[config.mk]
export PLATFORM = sky130hd
export DESIGN_NAME = canonical_huffman_decoder_top_flat
export DESIGN_NICKNAME = d
export VERILOG_FILES = /design/src/design/chd_pkg.sv /design/src/design/chd_if.sv /design/src/design/canonical_huffman_decoder_top.sv /design/src/flat_wrapper.sv
export SDC_FILE = /design/constraint.sdc
export NUM_CORES = 2
export LEC_CHECK = 0
export BUFFER_PORTS_ARGS = -buffer_cell sky130_fd_sc_hd__buf_2
export CORE_ASPECT_RATIO = 0.8
export CORE_MARGIN = 10
export CORE_UTILIZATION = 55
export CTS_CLUSTER_DIAMETER = 150
export DETAILED_ROUTE_END_ITERATION = 10
export PLACE_DENSITY = 0.7
export SLEW_MARGIN = 40
export SYNTH_ARGS = -nofsm -noshare
export SYNTH_HDL_FRONTEND = slang
export SYNTH_SLANG_ARGS = --single-unit
[constraint.sdc]
create_clock -name i_clk -period 45.5 [get_ports i_clk]
set_clock_uncertainty 0.2 [all_clocks]
set_input_delay 13.65 -clock i_clk [delete_from_list [all_inputs] [get_ports i_clk]]
set_output_delay 13.65 -clock i_clk [all_outputs]
set_load 0.01 [all_outputs]
[src/design/chd_pkg.sv]
// ----------------------------------------------------------------------------
// chd_pkg
// Shared types and codes for the canonical Huffman decoder.
// ----------------------------------------------------------------------------
package chd_pkg;

    typedef enum logic [1:0] {
        FUNC_LOAD   = 2'd0,
        FUNC_BUILD  = 2'd1,
        FUNC_DECODE = 2'd2,
        FUNC_FINISH = 2'd3
    } t_func;

    typedef enum logic [1:0] {
        KIND_BUILT  = 2'd0,
        KIND_SYMBOL = 2'd1,
        KIND_ERROR  = 2'd2,
        KIND_FINISH = 2'd3
    } t_kind;

    typedef enum logic [2:0] {
        ERR_NONE      = 3'd0,
        ERR_BAD_TOTAL = 3'd1,
        ERR_OVERSUB   = 3'd2,
        ERR_NO_CODE   = 3'd3,
        ERR_INDEX     = 3'd4,
        ERR_TRUNC     = 3'd5,
        ERR_NO_TABLE  = 3'd6
    } t_err;

    typedef enum logic [3:0] {
        ST_IDLE,
        ST_COUNT,
        ST_COUNT_WAIT,
        ST_CHECK,
        ST_OFFSETS,
        ST_FILL,
        ST_FILL_WAIT,
        ST_BUILD_DONE,
        ST_BIT,
        ST_LOOKUP,
        ST_EMIT
    } t_state;

endpackage

[src/design/chd_if.sv]
// ----------------------------------------------------------------------------
// chd_in_if / chd_out_if
// Valid/ready channels carrying input items and result items.
// ----------------------------------------------------------------------------
interface chd_in_if;
    logic       valid;
    logic       ready;
    logic [1:0] func;
    logic [8:0] load_sym;
    logic [3:0] code_length;
    logic [8:0] symbol_total;
    logic [7:0] data_byte;
    modport source (output valid, func, load_sym, code_length, symbol_total,
                    data_byte, input ready);
    modport sink (input valid, func, load_sym, code_length, symbol_total,
                  data_byte, output ready);
endinterface

interface chd_out_if;
    logic       valid;
    logic       ready;
    logic [1:0] kind;
    logic [8:0] symbol;
    logic [2:0] error_code;
    logic       last;
    modport source (output valid, kind, symbol, error_code, last, input ready);
    modport sink (input valid, kind, symbol, error_code, last, output ready);
endinterface

[src/design/canonical_huffman_decoder_top.sv]
// ----------------------------------------------------------------------------
// canonical_huffman_decoder_top
// Iterative DEFLATE canonical Huffman decoder with sequencer and one ALU path.
// ----------------------------------------------------------------------------
// A load item writes one length into the length memory. A build item walks
// the loaded lengths twice (once for counting and again for filling), with
// the length checks and running offsets in between and a hand-off state at
// the end, and stops early when a check fails. A decode item shifts one code
// bit per cycle through the shared compare/add unit while the output is free;
// a symbol found passes a lookup and an emit state, and a held symbol goes out
// ahead of a later result of the same byte. A decoded symbol is held until the
// next result or the end of the byte shows whether it is the last one. The
// block takes one item at a time; the output register holds a result while
// the sequencer waits for it to drain.
module canonical_huffman_decoder_top #(
    parameter int MAX_SYMBOLS     = 288,
    parameter int MAX_CODE_LENGTH = 15
) (
    input  logic i_clk,
    input  logic i_rst_n,
    chd_in_if.sink    i_in,
    chd_out_if.source o_out
);
    localparam int AW = (MAX_SYMBOLS > 1) ? $clog2(MAX_SYMBOLS) : 1;

    // length and sorted symbol memories
    logic [3:0] r_len_mem [MAX_SYMBOLS];
    logic [8:0] r_sym_mem [MAX_SYMBOLS];
    logic [3:0] r_len_rd;
    logic [8:0] r_sym_rd;
    logic       len_we, sym_we;
    logic [AW-1:0] len_waddr, len_raddr, sym_waddr, sym_raddr;
    logic [3:0] len_wdata;
    logic [8:0] sym_wdata;

    always_ff @(posedge i_clk) begin
        if (len_we) r_len_mem[len_waddr] <= len_wdata;
        r_len_rd <= r_len_mem[len_raddr];
        if (sym_we) r_sym_mem[sym_waddr] <= sym_wdata;
        r_sym_rd <= r_sym_mem[sym_raddr];
    end

    // state
    chd_pkg::t_state r_st, n_st;
    logic [8:0]  r_cnt [16];
    logic [8:0]  r_off [16];
    logic [8:0]  r_used, n_used;
    logic        r_tv, n_tv;
    logic [15:0] r_pc, n_pc, r_fc, n_fc;
    logic [8:0]  r_ib, n_ib;
    logic [3:0]  r_cbt, n_cbt;
    logic [2:0]  r_bp, n_bp;
    logic [9:0]  r_s, n_s;
    logic [9:0]  r_tot, n_tot;
    logic [7:0]  r_byte, n_byte;
    logic [3:0]  r_b, n_b;
    logic [16:0] r_rem, n_rem;
    logic [9:0]  r_zero, n_zero;
    logic [8:0]  r_idx, n_idx;
    logic        r_ovf, n_ovf;
    logic        r_ov, n_ov;
    logic [1:0]  r_ok, n_ok;
    logic [8:0]  r_osym, n_osym;
    logic [2:0]  r_oerr, n_oerr;
    logic        r_olast, n_olast;
    logic        r_after_last, n_after_last;
    logic        r_hold, n_hold;
    logic [8:0]  r_hsym, n_hsym;

    // table update requests from the sequencer
    logic        cnt_clr, cnt_inc, off_wr, off_inc;
    logic [3:0]  cnt_sel, off_sel;
    logic [8:0]  off_val;

    always_ff @(posedge i_clk) begin
        if (!i_rst_n) begin
            for (int k = 0; k < 16; k++) begin
                r_cnt[k] <= '0;
                r_off[k] <= '0;
            end
        end else begin
            if (cnt_clr) begin
                for (int k = 0; k < 16; k++) r_cnt[k] <= '0;
            end else if (cnt_inc) begin
                r_cnt[cnt_sel] <= r_cnt[cnt_sel] + 9'd1;
            end
            if (cnt_clr) begin
                for (int k = 0; k < 16; k++) r_off[k] <= '0;
            end else if (off_wr) begin
                r_off[off_sel] <= off_val;
            end else if (off_inc) begin
                r_off[off_sel] <= r_off[off_sel] + 9'd1;
            end
        end
    end

    always_ff @(posedge i_clk) begin
        if (!i_rst_n) begin
            r_st <= chd_pkg::ST_IDLE;
            r_used <= '0; r_tv <= 1'b0; r_pc <= '0; r_fc <= '0; r_ib <= '0;
            r_cbt <= '0; r_bp <= '0; r_ov <= 1'b0; r_hold <= 1'b0;
        end else begin
            r_st <= n_st;
            r_used <= n_used; r_tv <= n_tv; r_pc <= n_pc; r_fc <= n_fc; r_ib <= n_ib;
            r_cbt <= n_cbt; r_bp <= n_bp; r_ov <= n_ov; r_hold <= n_hold;
        end
    end

    always_ff @(posedge i_clk) begin
        r_s <= n_s; r_tot <= n_tot; r_byte <= n_byte; r_b <= n_b; r_rem <= n_rem;
        r_zero <= n_zero; r_idx <= n_idx; r_ovf <= n_ovf; r_ok <= n_ok;
        r_osym <= n_osym; r_oerr <= n_oerr; r_olast <= n_olast;
        r_after_last <= n_after_last; r_hsym <= n_hsym;
    end

    assign o_out.valid      = r_ov;
    assign o_out.kind       = r_ok;
    assign o_out.symbol     = r_osym;
    assign o_out.error_code = r_oerr;
    assign o_out.last       = r_olast;

    // shared compare/add unit for one code bit
    logic [3:0]  bit_len;
    logic [15:0] bit_code;
    logic [8:0]  bit_cnt;
    logic [15:0] bit_diff;
    logic        bit_hit;
    logic        bit_stop;
    always_comb begin
        bit_len  = r_cbt + 4'd1;
        bit_code = r_pc | {15'd0, r_byte[r_bp]};
        bit_cnt  = (r_cbt == 4'd15) ? 9'd0 : r_cnt[bit_len];
        bit_diff = bit_code - r_fc;
        bit_hit  = (bit_code >= r_fc) && (bit_diff < {7'd0, bit_cnt});
        bit_stop = bit_hit || ({1'b0, bit_len} >= 5'(MAX_CODE_LENGTH));
    end

    logic out_free;
    assign out_free = !r_ov || o_out.ready;

    always_comb begin
        n_st = r_st; n_used = r_used; n_tv = r_tv; n_pc = r_pc; n_fc = r_fc;
        n_ib = r_ib; n_cbt = r_cbt; n_bp = r_bp; n_s = r_s; n_tot = r_tot;
        n_byte = r_byte; n_b = r_b; n_rem = r_rem; n_zero = r_zero; n_idx = r_idx;
        n_ovf = r_ovf; n_ok = r_ok; n_osym = r_osym; n_oerr = r_oerr;
        n_olast = r_olast; n_after_last = r_after_last;
        n_hold = r_hold; n_hsym = r_hsym;
        n_ov = r_ov && !o_out.ready;
        i_in.ready = 1'b0;
        len_we = 1'b0; len_waddr = i_in.load_sym[AW-1:0];
        len_wdata = i_in.code_length; len_raddr = r_s[AW-1:0];
        sym_we = 1'b0; sym_waddr = r_off[r_len_rd][AW-1:0];
        sym_wdata = r_s[8:0] - 9'd1; sym_raddr = r_idx[AW-1:0];
        cnt_clr = 1'b0; cnt_inc = 1'b0; cnt_sel = r_len_rd;
        off_wr = 1'b0; off_inc = 1'b0; off_sel = r_b; off_val = '0;
        unique case (r_st)
            chd_pkg::ST_IDLE: begin
                i_in.ready = out_free;
                if (i_in.valid && out_free) begin
                    n_tot = {1'b0, i_in.symbol_total};
                    n_byte = i_in.data_byte;
                    n_s = '0; n_zero = '0; n_bp = '0; n_hold = 1'b0;
                    unique case (chd_pkg::t_func'(i_in.func))
                        chd_pkg::FUNC_LOAD: begin
                            len_we = {1'b0, i_in.load_sym} < 10'(MAX_SYMBOLS);
                        end
                        chd_pkg::FUNC_BUILD: begin
                            cnt_clr = 1'b1;
                            n_tv = 1'b0; n_used = '0;
                            n_pc = '0; n_fc = '0; n_ib = '0; n_cbt = '0;
                            if (i_in.symbol_total == 9'd0 ||
                                {1'b0, i_in.symbol_total} > 10'(MAX_SYMBOLS)) begin
                                n_ov = 1'b1; n_ok = chd_pkg::KIND_ERROR;
                                n_osym = '0; n_oerr = chd_pkg::ERR_BAD_TOTAL;
                                n_olast = 1'b1;
                            end else begin
                                n_st = chd_pkg::ST_COUNT;
                            end
                        end
                        chd_pkg::FUNC_DECODE: begin
                            if (!r_tv) begin
                                n_ov = 1'b1; n_ok = chd_pkg::KIND_ERROR;
                                n_osym = '0; n_oerr = chd_pkg::ERR_NO_TABLE;
                                n_olast = 1'b1;
                            end else begin
                                n_st = chd_pkg::ST_BIT;
                            end
                        end
                        chd_pkg::FUNC_FINISH: begin
                            n_ov = 1'b1; n_osym = '0; n_olast = 1'b1;
                            if (r_cbt != 4'd0) begin
                                n_ok = chd_pkg::KIND_ERROR; n_oerr = chd_pkg::ERR_TRUNC;
                            end else begin
                                n_ok = chd_pkg::KIND_FINISH; n_oerr = chd_pkg::ERR_NONE;
                            end
                            n_pc = '0; n_fc = '0; n_ib = '0; n_cbt = '0;
                        end
                        default: ;
                    endcase
                end
            end
            // read each length through the count and wait states and count it
            chd_pkg::ST_COUNT: begin
                n_s = r_s + 10'd1;
                n_st = chd_pkg::ST_COUNT_WAIT;
            end
            chd_pkg::ST_COUNT_WAIT: begin
                if (r_len_rd == 4'd0) n_zero = r_zero + 10'd1;
                if ({1'b0, r_len_rd} > 5'(MAX_CODE_LENGTH)) n_ovf = 1'b1;
                else cnt_inc = 1'b1;
                if (r_s == r_tot) begin
                    n_st = chd_pkg::ST_CHECK; n_b = 4'd1; n_rem = 17'd1;
                end else begin
                    n_st = chd_pkg::ST_COUNT;
                end
                if (r_s == 10'd1) n_ovf = ({1'b0, r_len_rd} > 5'(MAX_CODE_LENGTH));
            end
            // bad-length and over-subscription checks, one code length per cycle
            chd_pkg::ST_CHECK: begin
                if (r_ovf || r_zero == r_tot) begin
                    cnt_clr = 1'b1;
                    n_ov = 1'b1; n_ok = chd_pkg::KIND_ERROR; n_osym = '0;
                    n_oerr = chd_pkg::ERR_BAD_TOTAL; n_olast = 1'b1;
                    n_st = chd_pkg::ST_BUILD_DONE;
                end else if ({r_rem[15:0], 1'b0} < {8'd0, r_cnt[r_b]}) begin
                    cnt_clr = 1'b1;
                    n_ov = 1'b1; n_ok = chd_pkg::KIND_ERROR; n_osym = '0;
                    n_oerr = chd_pkg::ERR_OVERSUB; n_olast = 1'b1;
                    n_st = chd_pkg::ST_BUILD_DONE;
                end else begin
                    n_rem = {r_rem[15:0], 1'b0} - {8'd0, r_cnt[r_b]};
                    if (r_b == 4'd15) begin
                        n_b = 4'd1; n_st = chd_pkg::ST_OFFSETS;
                    end else begin
                        n_b = r_b + 4'd1;
                    end
                end
            end
            // running start offsets
            chd_pkg::ST_OFFSETS: begin
                off_wr = 1'b1; off_sel = r_b + 4'd1;
                off_val = r_off[r_b] + r_cnt[r_b];
                if (r_b == 4'd14) begin
                    n_st = chd_pkg::ST_FILL; n_s = '0;
                end else begin
                    n_b = r_b + 4'd1;
                end
            end
            chd_pkg::ST_FILL: begin
                n_s = r_s + 10'd1;
                n_st = chd_pkg::ST_FILL_WAIT;
            end
            // place each used symbol at its offset
            chd_pkg::ST_FILL_WAIT: begin
                if (r_len_rd != 4'd0) begin
                    sym_we = {1'b0, r_off[r_len_rd]} < 10'(MAX_SYMBOLS);
                    off_inc = 1'b1; off_sel = r_len_rd;
                    n_used = r_used + 9'd1;
                end
                if (r_s == r_tot) begin
                    n_tv = 1'b1;
                    n_ov = 1'b1; n_ok = chd_pkg::KIND_BUILT; n_osym = '0;
                    n_oerr = chd_pkg::ERR_NONE; n_olast = 1'b1;
                    n_st = chd_pkg::ST_BUILD_DONE;
                end else begin
                    n_st = chd_pkg::ST_FILL;
                end
            end
            chd_pkg::ST_BUILD_DONE: n_st = chd_pkg::ST_IDLE;
            // one code bit through the compare/add unit
            chd_pkg::ST_BIT: begin
                if (out_free) begin
                    if (r_hold && bit_stop) begin
                        // held symbol goes out ahead of this bit's result
                        n_ov = 1'b1; n_ok = chd_pkg::KIND_SYMBOL; n_osym = r_hsym;
                        n_oerr = chd_pkg::ERR_NONE; n_olast = 1'b0;
                        n_hold = 1'b0;
                    end else begin
                        n_after_last = (r_bp == 3'd7);
                        if (bit_hit) begin
                            n_idx = r_ib + bit_diff[8:0];
                            n_pc = '0; n_fc = '0; n_ib = '0; n_cbt = '0;
                            if (r_ib + bit_diff[8:0] >= r_used ||
                                {1'b0, r_ib + bit_diff[8:0]} >= 10'(MAX_SYMBOLS) ||
                                bit_diff[15:9] != 7'd0) begin
                                n_ov = 1'b1; n_ok = chd_pkg::KIND_ERROR; n_osym = '0;
                                n_oerr = chd_pkg::ERR_INDEX; n_olast = 1'b1;
                                n_st = chd_pkg::ST_IDLE;
                            end else begin
                                n_st = chd_pkg::ST_LOOKUP;
                            end
                        end else begin
                            n_ib = r_ib + bit_cnt;
                            n_fc = (r_fc + {7'd0, bit_cnt}) << 1;
                            n_pc = bit_code << 1;
                            n_cbt = bit_len;
                            if ({1'b0, bit_len} >= 5'(MAX_CODE_LENGTH)) begin
                                n_pc = '0; n_fc = '0; n_ib = '0; n_cbt = '0;
                                n_ov = 1'b1; n_ok = chd_pkg::KIND_ERROR; n_osym = '0;
                                n_oerr = chd_pkg::ERR_NO_CODE; n_olast = 1'b1;
                                n_st = chd_pkg::ST_IDLE;
                            end else if (r_bp == 3'd7) begin
                                n_st = chd_pkg::ST_IDLE;
                                // byte ends quietly, so the held symbol is the last
                                if (r_hold) begin
                                    n_ov = 1'b1; n_ok = chd_pkg::KIND_SYMBOL;
                                    n_osym = r_hsym; n_oerr = chd_pkg::ERR_NONE;
                                    n_olast = 1'b1; n_hold = 1'b0;
                                end
                            end
                        end
                        n_bp = r_bp + 3'd1;
                    end
                end
            end
            chd_pkg::ST_LOOKUP: n_st = chd_pkg::ST_EMIT;
            // hold the symbol unless the byte is done
            chd_pkg::ST_EMIT: begin
                if (!r_after_last) begin
                    n_hold = 1'b1; n_hsym = r_sym_rd;
                    n_st = chd_pkg::ST_BIT;
                end else if (out_free) begin
                    n_ov = 1'b1; n_ok = chd_pkg::KIND_SYMBOL; n_osym = r_sym_rd;
                    n_oerr = chd_pkg::ERR_NONE; n_olast = 1'b1;
                    n_st = chd_pkg::ST_IDLE;
                end
            end
            default: n_st = chd_pkg::ST_IDLE;
        endcase
    end
endmodule
[src/flat_wrapper.sv]
// flat-port wrapper written by rule: the top's interface ports become plain ports
module canonical_huffman_decoder_top_flat 
#(
    parameter int MAX_SYMBOLS     = 288,
    parameter int MAX_CODE_LENGTH = 15
)
  (i_clk, i_rst_n, i_in_valid, i_in_func, i_in_load_sym, i_in_code_length, i_in_symbol_total, i_in_data_byte, i_in_ready, o_out_valid, o_out_kind, o_out_symbol, o_out_error_code, o_out_last, o_out_ready);
  chd_in_if i_in_i ();
  chd_out_if o_out_i ();
  input  logic i_clk;
  input  logic i_rst_n;
  input wire logic [$bits(i_in_i.valid)-1:0] i_in_valid;
  input wire logic [$bits(i_in_i.func)-1:0] i_in_func;
  input wire logic [$bits(i_in_i.load_sym)-1:0] i_in_load_sym;
  input wire logic [$bits(i_in_i.code_length)-1:0] i_in_code_length;
  input wire logic [$bits(i_in_i.symbol_total)-1:0] i_in_symbol_total;
  input wire logic [$bits(i_in_i.data_byte)-1:0] i_in_data_byte;
  output wire logic [$bits(i_in_i.ready)-1:0] i_in_ready;
  output wire logic [$bits(o_out_i.valid)-1:0] o_out_valid;
  output wire logic [$bits(o_out_i.kind)-1:0] o_out_kind;
  output wire logic [$bits(o_out_i.symbol)-1:0] o_out_symbol;
  output wire logic [$bits(o_out_i.error_code)-1:0] o_out_error_code;
  output wire logic [$bits(o_out_i.last)-1:0] o_out_last;
  input wire logic [$bits(o_out_i.ready)-1:0] o_out_ready;
  assign i_in_i.valid = i_in_valid;
  assign i_in_i.func = i_in_func;
  assign i_in_i.load_sym = i_in_load_sym;
  assign i_in_i.code_length = i_in_code_length;
  assign i_in_i.symbol_total = i_in_symbol_total;
  assign i_in_i.data_byte = i_in_data_byte;
  assign i_in_ready = i_in_i.ready;
  assign o_out_valid = o_out_i.valid;
  assign o_out_kind = o_out_i.kind;
  assign o_out_symbol = o_out_i.symbol;
  assign o_out_error_code = o_out_i.error_code;
  assign o_out_last = o_out_i.last;
  assign o_out_i.ready = o_out_ready;
  canonical_huffman_decoder_top #(.MAX_SYMBOLS(MAX_SYMBOLS), .MAX_CODE_LENGTH(MAX_CODE_LENGTH)) u_core (.i_clk(i_clk), .i_rst_n(i_rst_n), .i_in(i_in_i), .o_out(o_out_i));
endmodule
# After elaboration in Yosys (flattened, before gate mapping)
# Memory sizes are Yosys's and may differ from the RTL's. A register that Yosys moved wholly into a read port is not among the register bits.
# Cells that the tools add are included.
[classes]
n_addsub = 15
magnitude_cmp = 10
n_eq_ne = 50
mux = 249
n_bitwise = 36
n_reduce_logical = 45
[op_table]
columns = ["cell", "n"]
rows = [
  ["9-bit two-way mux", 61],
  ["16-bit two-way mux", 13],
  ["4-bit two-way mux", 31],
  ["16-bit one-hot mux with 2 select lines", 3],
  ["1-bit two-way mux", 78],
  ["3-bit two-way mux", 19],
  ["9-bit one-hot mux with 5 select lines", 1],
  ["4-bit one-hot mux with 10 select lines", 1],
  ["9-bit one-hot mux with 2 select lines", 2],
  ["2-bit two-way mux", 17],
  ["1-bit OR", 33],
  ["10-bit two-way mux", 3],
  ["10-bit one-hot mux with 3 select lines", 1],
  ["9-bit by 1-bit adder with 9-bit output, second input constant", 3],
  ["9-bit adder", 3],
  ["9-bit one-hot mux with 3 select lines", 1],
  ["4-bit equality test, second input constant", 6],
  ["4-bit one-hot mux with 2 select lines", 3],
  ["10-bit by 1-bit adder with 10-bit output, second input constant", 2],
  ["10-bit by 9-bit equality test with 1-bit output", 2],
  ["10-bit one-hot mux with 2 select lines", 1],
  ["4-bit AND reduction", 5],
  ["9-bit < comparator, second input constant", 2],
  ["2-bit by 1-bit inequality test with 1-bit output, second input constant", 9],
  ["other kinds (58)", 105],
]
[word_totals]
regBits = 155
ram_bits = 4032
output_inout_bits = 17
wordCells = 432
memories = 4
[memory_table]
columns = ["memory", "words", "width", "read_ports", "rd_clocked_by_memory_dff", "write_ports", "line_no", "rtl"]
rows = [
  ["u_core.r_sym_mem", 288, 9, 1, 1, 1, "canonical_huffman_decoder_top.sv:28", "logic [8:0] r_sym_mem [MAX_SYMBOLS];"],
  ["u_core.r_len_mem", 288, 4, 1, 1, 1, "canonical_huffman_decoder_top.sv:27", "logic [3:0] r_len_mem [MAX_SYMBOLS];"],
  ["u_core.r_cnt", 16, 9, 3, 1, 16, "canonical_huffman_decoder_top.sv:45", "logic [8:0] r_cnt [16];"],
  ["u_core.r_off", 16, 9, 3, 1, 16, "canonical_huffman_decoder_top.sv:46", "logic [8:0] r_off [16];"],
]

# Longest topological paths before layout
[logic_depth]
word_depth = 13
ltp_mapped = 26
mapped_depth_nobuf = 22

# Least setup slack after synthesis
# OpenSTA, ideal clock, no wires.
[synth_timing]
kind = "input port to output port"
startpoint = "in o_out_ready"
endpoint = "out i_in_ready"
arrival_time_ps = 14043
slack_ps = 17607
stages = 2
n_path_buf = 0
cell_sequence = "nor2b_1 nor2_1"
[synth_via]
elab_chain_len = 2
[synth_lines]
columns = ["item", "line_no", "rtl"]
rows = [
  ["from (decl)", "flat_wrapper.sv:24", "input wire logic [$bits(o_out_i.ready)-1:0] o_out_ready;"],
  ["1-bit logical OR", "canonical_huffman_decoder_top.sv:139", "assign out_free = !r_ov || o_out.ready;"],
  ["1-bit two-way mux", "canonical_huffman_decoder_top.sv:156", "unique case (r_st)"],
  ["to (decl)", "flat_wrapper.sv:18", "output wire logic [$bits(i_in_i.ready)-1:0] i_in_ready;"],
]
# No other way between the ends.

# Worst setup path after layout
# Same ends and word-level chain as after synthesis.

==> out/qor.yml <==
drt:
  drc: 0
  drtIter0Drc: 10900
  drt_pass1_iterations: 6
  ant_nets: 0
  via_count: 85800
  drt_wl_total_um: 407000
  avgRoutedWirePerCell_um: 31.4
  drt-vias-per-instance: 6.61
layout:
  synthToLayoutAreaGrowth_pct: 11.2
  nFillCells: 21100
  stdcell_area_um2: 192000
  drive_gt1_share_pct: 30.1
  nNetsFinal: 8621
setup_path:
  slowest_delay_ns: 0.51
  crit_type: "input pin to output port"
  crit_top_cell: "buf_2"
  slowest_stage: "nor2b_1"
  cp_max_fo: 7
  cp.arrival_ns: 14.58
  r2r-end: "u_core.r_idx[2]"
  critical_path_required_ns: 31.65
  reg2reg_depth: 18
  path_cells: "buf_2 > nor2b_1 > nor2_1 > buf_2"
  end_kind: "output port"
  regToRegSetupSlack_ns: 38.84
  r2r-start: "u_core.r_cbt[0]"
  startpoint_type: "input pin"
timing:
  worst_pin_slew_ns: 0.911
  hold_viol_final: 0
  drv_slew: 0
  grt_setup_unrepaired: "no"
  period_share_pct: 62.5
  clock.fmax_mhz: 35.2
  setup-tns-final_ns: 0
  timing.slew.headroom_pct: 39.3
  finalSetupViolations: 0
  period_minus_slack_ns: 28.43
clocking:
  ctsHoldBuffers: 0
  clk_latency_ns: 0.93
  cts_made_buffers: 396
  cts_sinks: 4202
  clock_path_buffers: 4
  cts_resized: 0
  htree_levels: 5
  post_cts_buffers: 0
  cts-root-buf: "clkbuf_16"
  cts.clk_slew.worst_paths_ns: 0.06
  cts_tree: "built"
synth:
  synth_edf_count: 4123
  ys_ff_latch: 4202
  syn_avg_cell_area_um2: 20.6
  synth.largest_area_cell: "edfxtp_1"
  synthArstFlopShare_pct: 0
  synthDistinctLibCells: 86
  synth_cells: 8385
  synth_fp_nets: 8513
  synthTopCellsByArea: "edfxtp_1 72%, mux4_2 19%, nor2_1 2.1%, dfxtp_1 0.92%, clkbuf_1 0.68%"
  yosys_warnings: 0
  synthFlopType: "edfxtp_1"
  yosys.area.top_type_share_pct: 71.8
  netlist_area_um2: 172000
  synth.most_common_cell: "edfxtp_1"
  netlist_top_cells_count: "4,123 x edfxtp_1, 1,452 x mux4_2, 944 x nor2_1"
  synth_seq_area_share_pct: 72.7
power:
  p_int_uw: 6500
  irDropWorstVdd_v: 0.0000373
  p_leak_uw: 0.0590
  powerDensity_nw_per_um2: 44.0
  p_comb_share_pct: 8.6
  p_clk_share_pct: 39.2
  p_seq_share_pct: 52.3
  p_sw_share_pct: 23.0
  switchingPower_uw: 1940
  finalPower_uw: 8440
grt:
  grt_pass1_vias: 85900
  grt_max_degree: 209
  antenna_found_initial: 23
  grt.total_usage_pct: 24.0
  grt_pass1_wl_um: 601000
  grt.overflow.total: 0
run:
  cap_viol_max_count: 0
floorplan:
  fp.dieH_um: 521
  row_count: 183
  dieArea_um2: 337000
  dieWidth_um: 646
  core_area_um2: 311000
  io_pins: 53
  initial_core_util_pct: 55.4
hold_path:
  hold_depth: 0
  min_from: "u_core.r_sym_rd[3]"
  hp-class: "flop to flop"
  min_to: "u_core.r_hsym[3]"
place:
  routabilityCongestion: 0.882
  dpl.hpwl_um: 245000
  io_buffers: 52
  place_area_um2: 178000
outcome:
  status: "complete, no violations"
==> kinds of logic (layout without fill, tap and decap cells) <==
group	Yosys count	after routing	share of synthesized area (%)
flops	4202	4202	72.7
fa+ha+maj	92	92	0.693
other cells	0	7	0
mux	1569	1569	19.7
simple gates	1438	1438	3.46
xor+xnor	114	114	0.587
buf+inv	590	1014	1.40
compound gates	380	380	1.52
==> power groups by stage <==
stage | sequential [µW] | clock [µW] | combinational (µW)
6_report | 4410 | 3300 | 722
4_1_cts | 4410 | 3340 | 700
5_1_grt | 4410 | 3490 | 763
2_1_floorplan | 4530 | 0 | 418
3_3_place_gp | 4490 | 0 | 660
3_5_place_dp | 4490 | 0 | 699
==> metrics by stage <==
step           hold slack (ns)  utilization [%]  setup WS, ns  std cells
2_1_floorplan            0.209                -         17.61       8385
3_3_place_gp             0.225             57.0         17.07      12200
3_5_place_dp             0.227             57.2         17.07      12200
4_1_cts                  0.241             61.3         17.08      13000
5_1_grt                  0.257             61.6         17.03      13000
6_report                 0.238             61.6         17.07      13000
==> critical path, delay by kind of cell <==
family                 cells  cell delay, ns
buffers and inverters      2            0.30
AND/OR/NAND/NOR            2            0.63
==> metal layers <==
| metal | track usage [%] | vias up | wire (µm) |
|---|---|---|---|
| met5 | 0 | - | 134 |
| met4 | 5.65 | 20 | 10300 |
| met3 | 5.03 | 634 | 42700 |
| met2 | 36.1 | 4655 | 188000 |
| met1 | 36.6 | 45600 | 166000 |
| li1 | - | 34900 | - |
==> state kept, by name (all words and copies together) (netlist names), 9 cells and up, named ones only <==
| register | count |
|---|---|
| u_core.o_out.symbol | 9 |
| u_core.r_cnt | 144 |
| u_core.r_fc | 15 |
| u_core.r_hsym | 9 |
| u_core.r_ib | 9 |
| u_core.r_idx | 9 |
| u_core.r_len_mem | 1152 |
| u_core.r_off | 144 |
| u_core.r_pc | 15 |
| u_core.r_rem | 16 |
| u_core.r_s | 10 |
| u_core.r_sym_mem | 2592 |
| u_core.r_sym_rd | 9 |
| u_core.r_tot | 9 |
| u_core.r_used | 9 |
| u_core.r_zero | 10 |
==> layout by cell type, fill, tap and decap left out, types with 11 or more instances in the layout <==
master,Yosys,routed
edfxtp_1,4123,4123
clkinvlp_4,0,24
nor3_1,27,23
nor4_1,17,14
mux2i_1,106,106
a22o_1,38,38
nor2_1,944,665
and2_1,17,16
xnor2_1,63,61
a21o_1,30,30
nand4_1,11,11
clkinv_1,1,72
nor2b_1,21,19
xor2_1,50,40
mux4_2,1452,1452
nor3b_1,15,12
o21ai_0,43,42
nand2b_1,14,14
o22ai_1,13,13
clkbuf_1,311,74
clkinv_2,0,68
inv_1,80,77
buf_6,7,49
dfxtp_1,79,73
a211oi_1,17,15
nand2_2,0,32
o21bai_1,14,14
nand3_1,65,58
nand2_1,255,219
and3_1,16,16
buf_4,5,88
a31oi_1,13,13
a21oi_1,123,122
ha_1,86,85
clkbuf_16,0,403
bufinv_16,0,46
or3_1,12,12
buf_12,4,15
buf_2,37,49
nor2_2,0,279
==> area by class of cell <==
cell class | instances | area, µm² | share of cell area [%]
inverters | 81 | 319 | 0.166
repair buffers | 219 | 2170 | 1.13
clock buffers | 482 | 10400 | 5.43
multi-input cells | 3593 | 45900 | 23.9
flip-flops and latches | 4202 | 125000 | 65.4
diodes | 7 | 17.5 | 0.00913
clock inverters | 232 | 2420 | 1.26
well taps | 4162 | 5210 | 2.71
==> worst max-delay path by stage <==
stage | slack, ns | start | end | cells after the start
floorplan | 17.61 | o_out_ready | i_in_ready | 2
global placement | 17.07 | o_out_ready | i_in_ready | 4
detailed placement | 17.07 | o_out_ready | i_in_ready | 4
CTS | 17.08 | o_out_ready | i_in_ready | 4
global route | 17.03 | o_out_ready | i_in_ready | 4
finish | 17.07 | o_out_ready | i_in_ready | 4
Note: power is estimated with default switching activity, not from simulation.
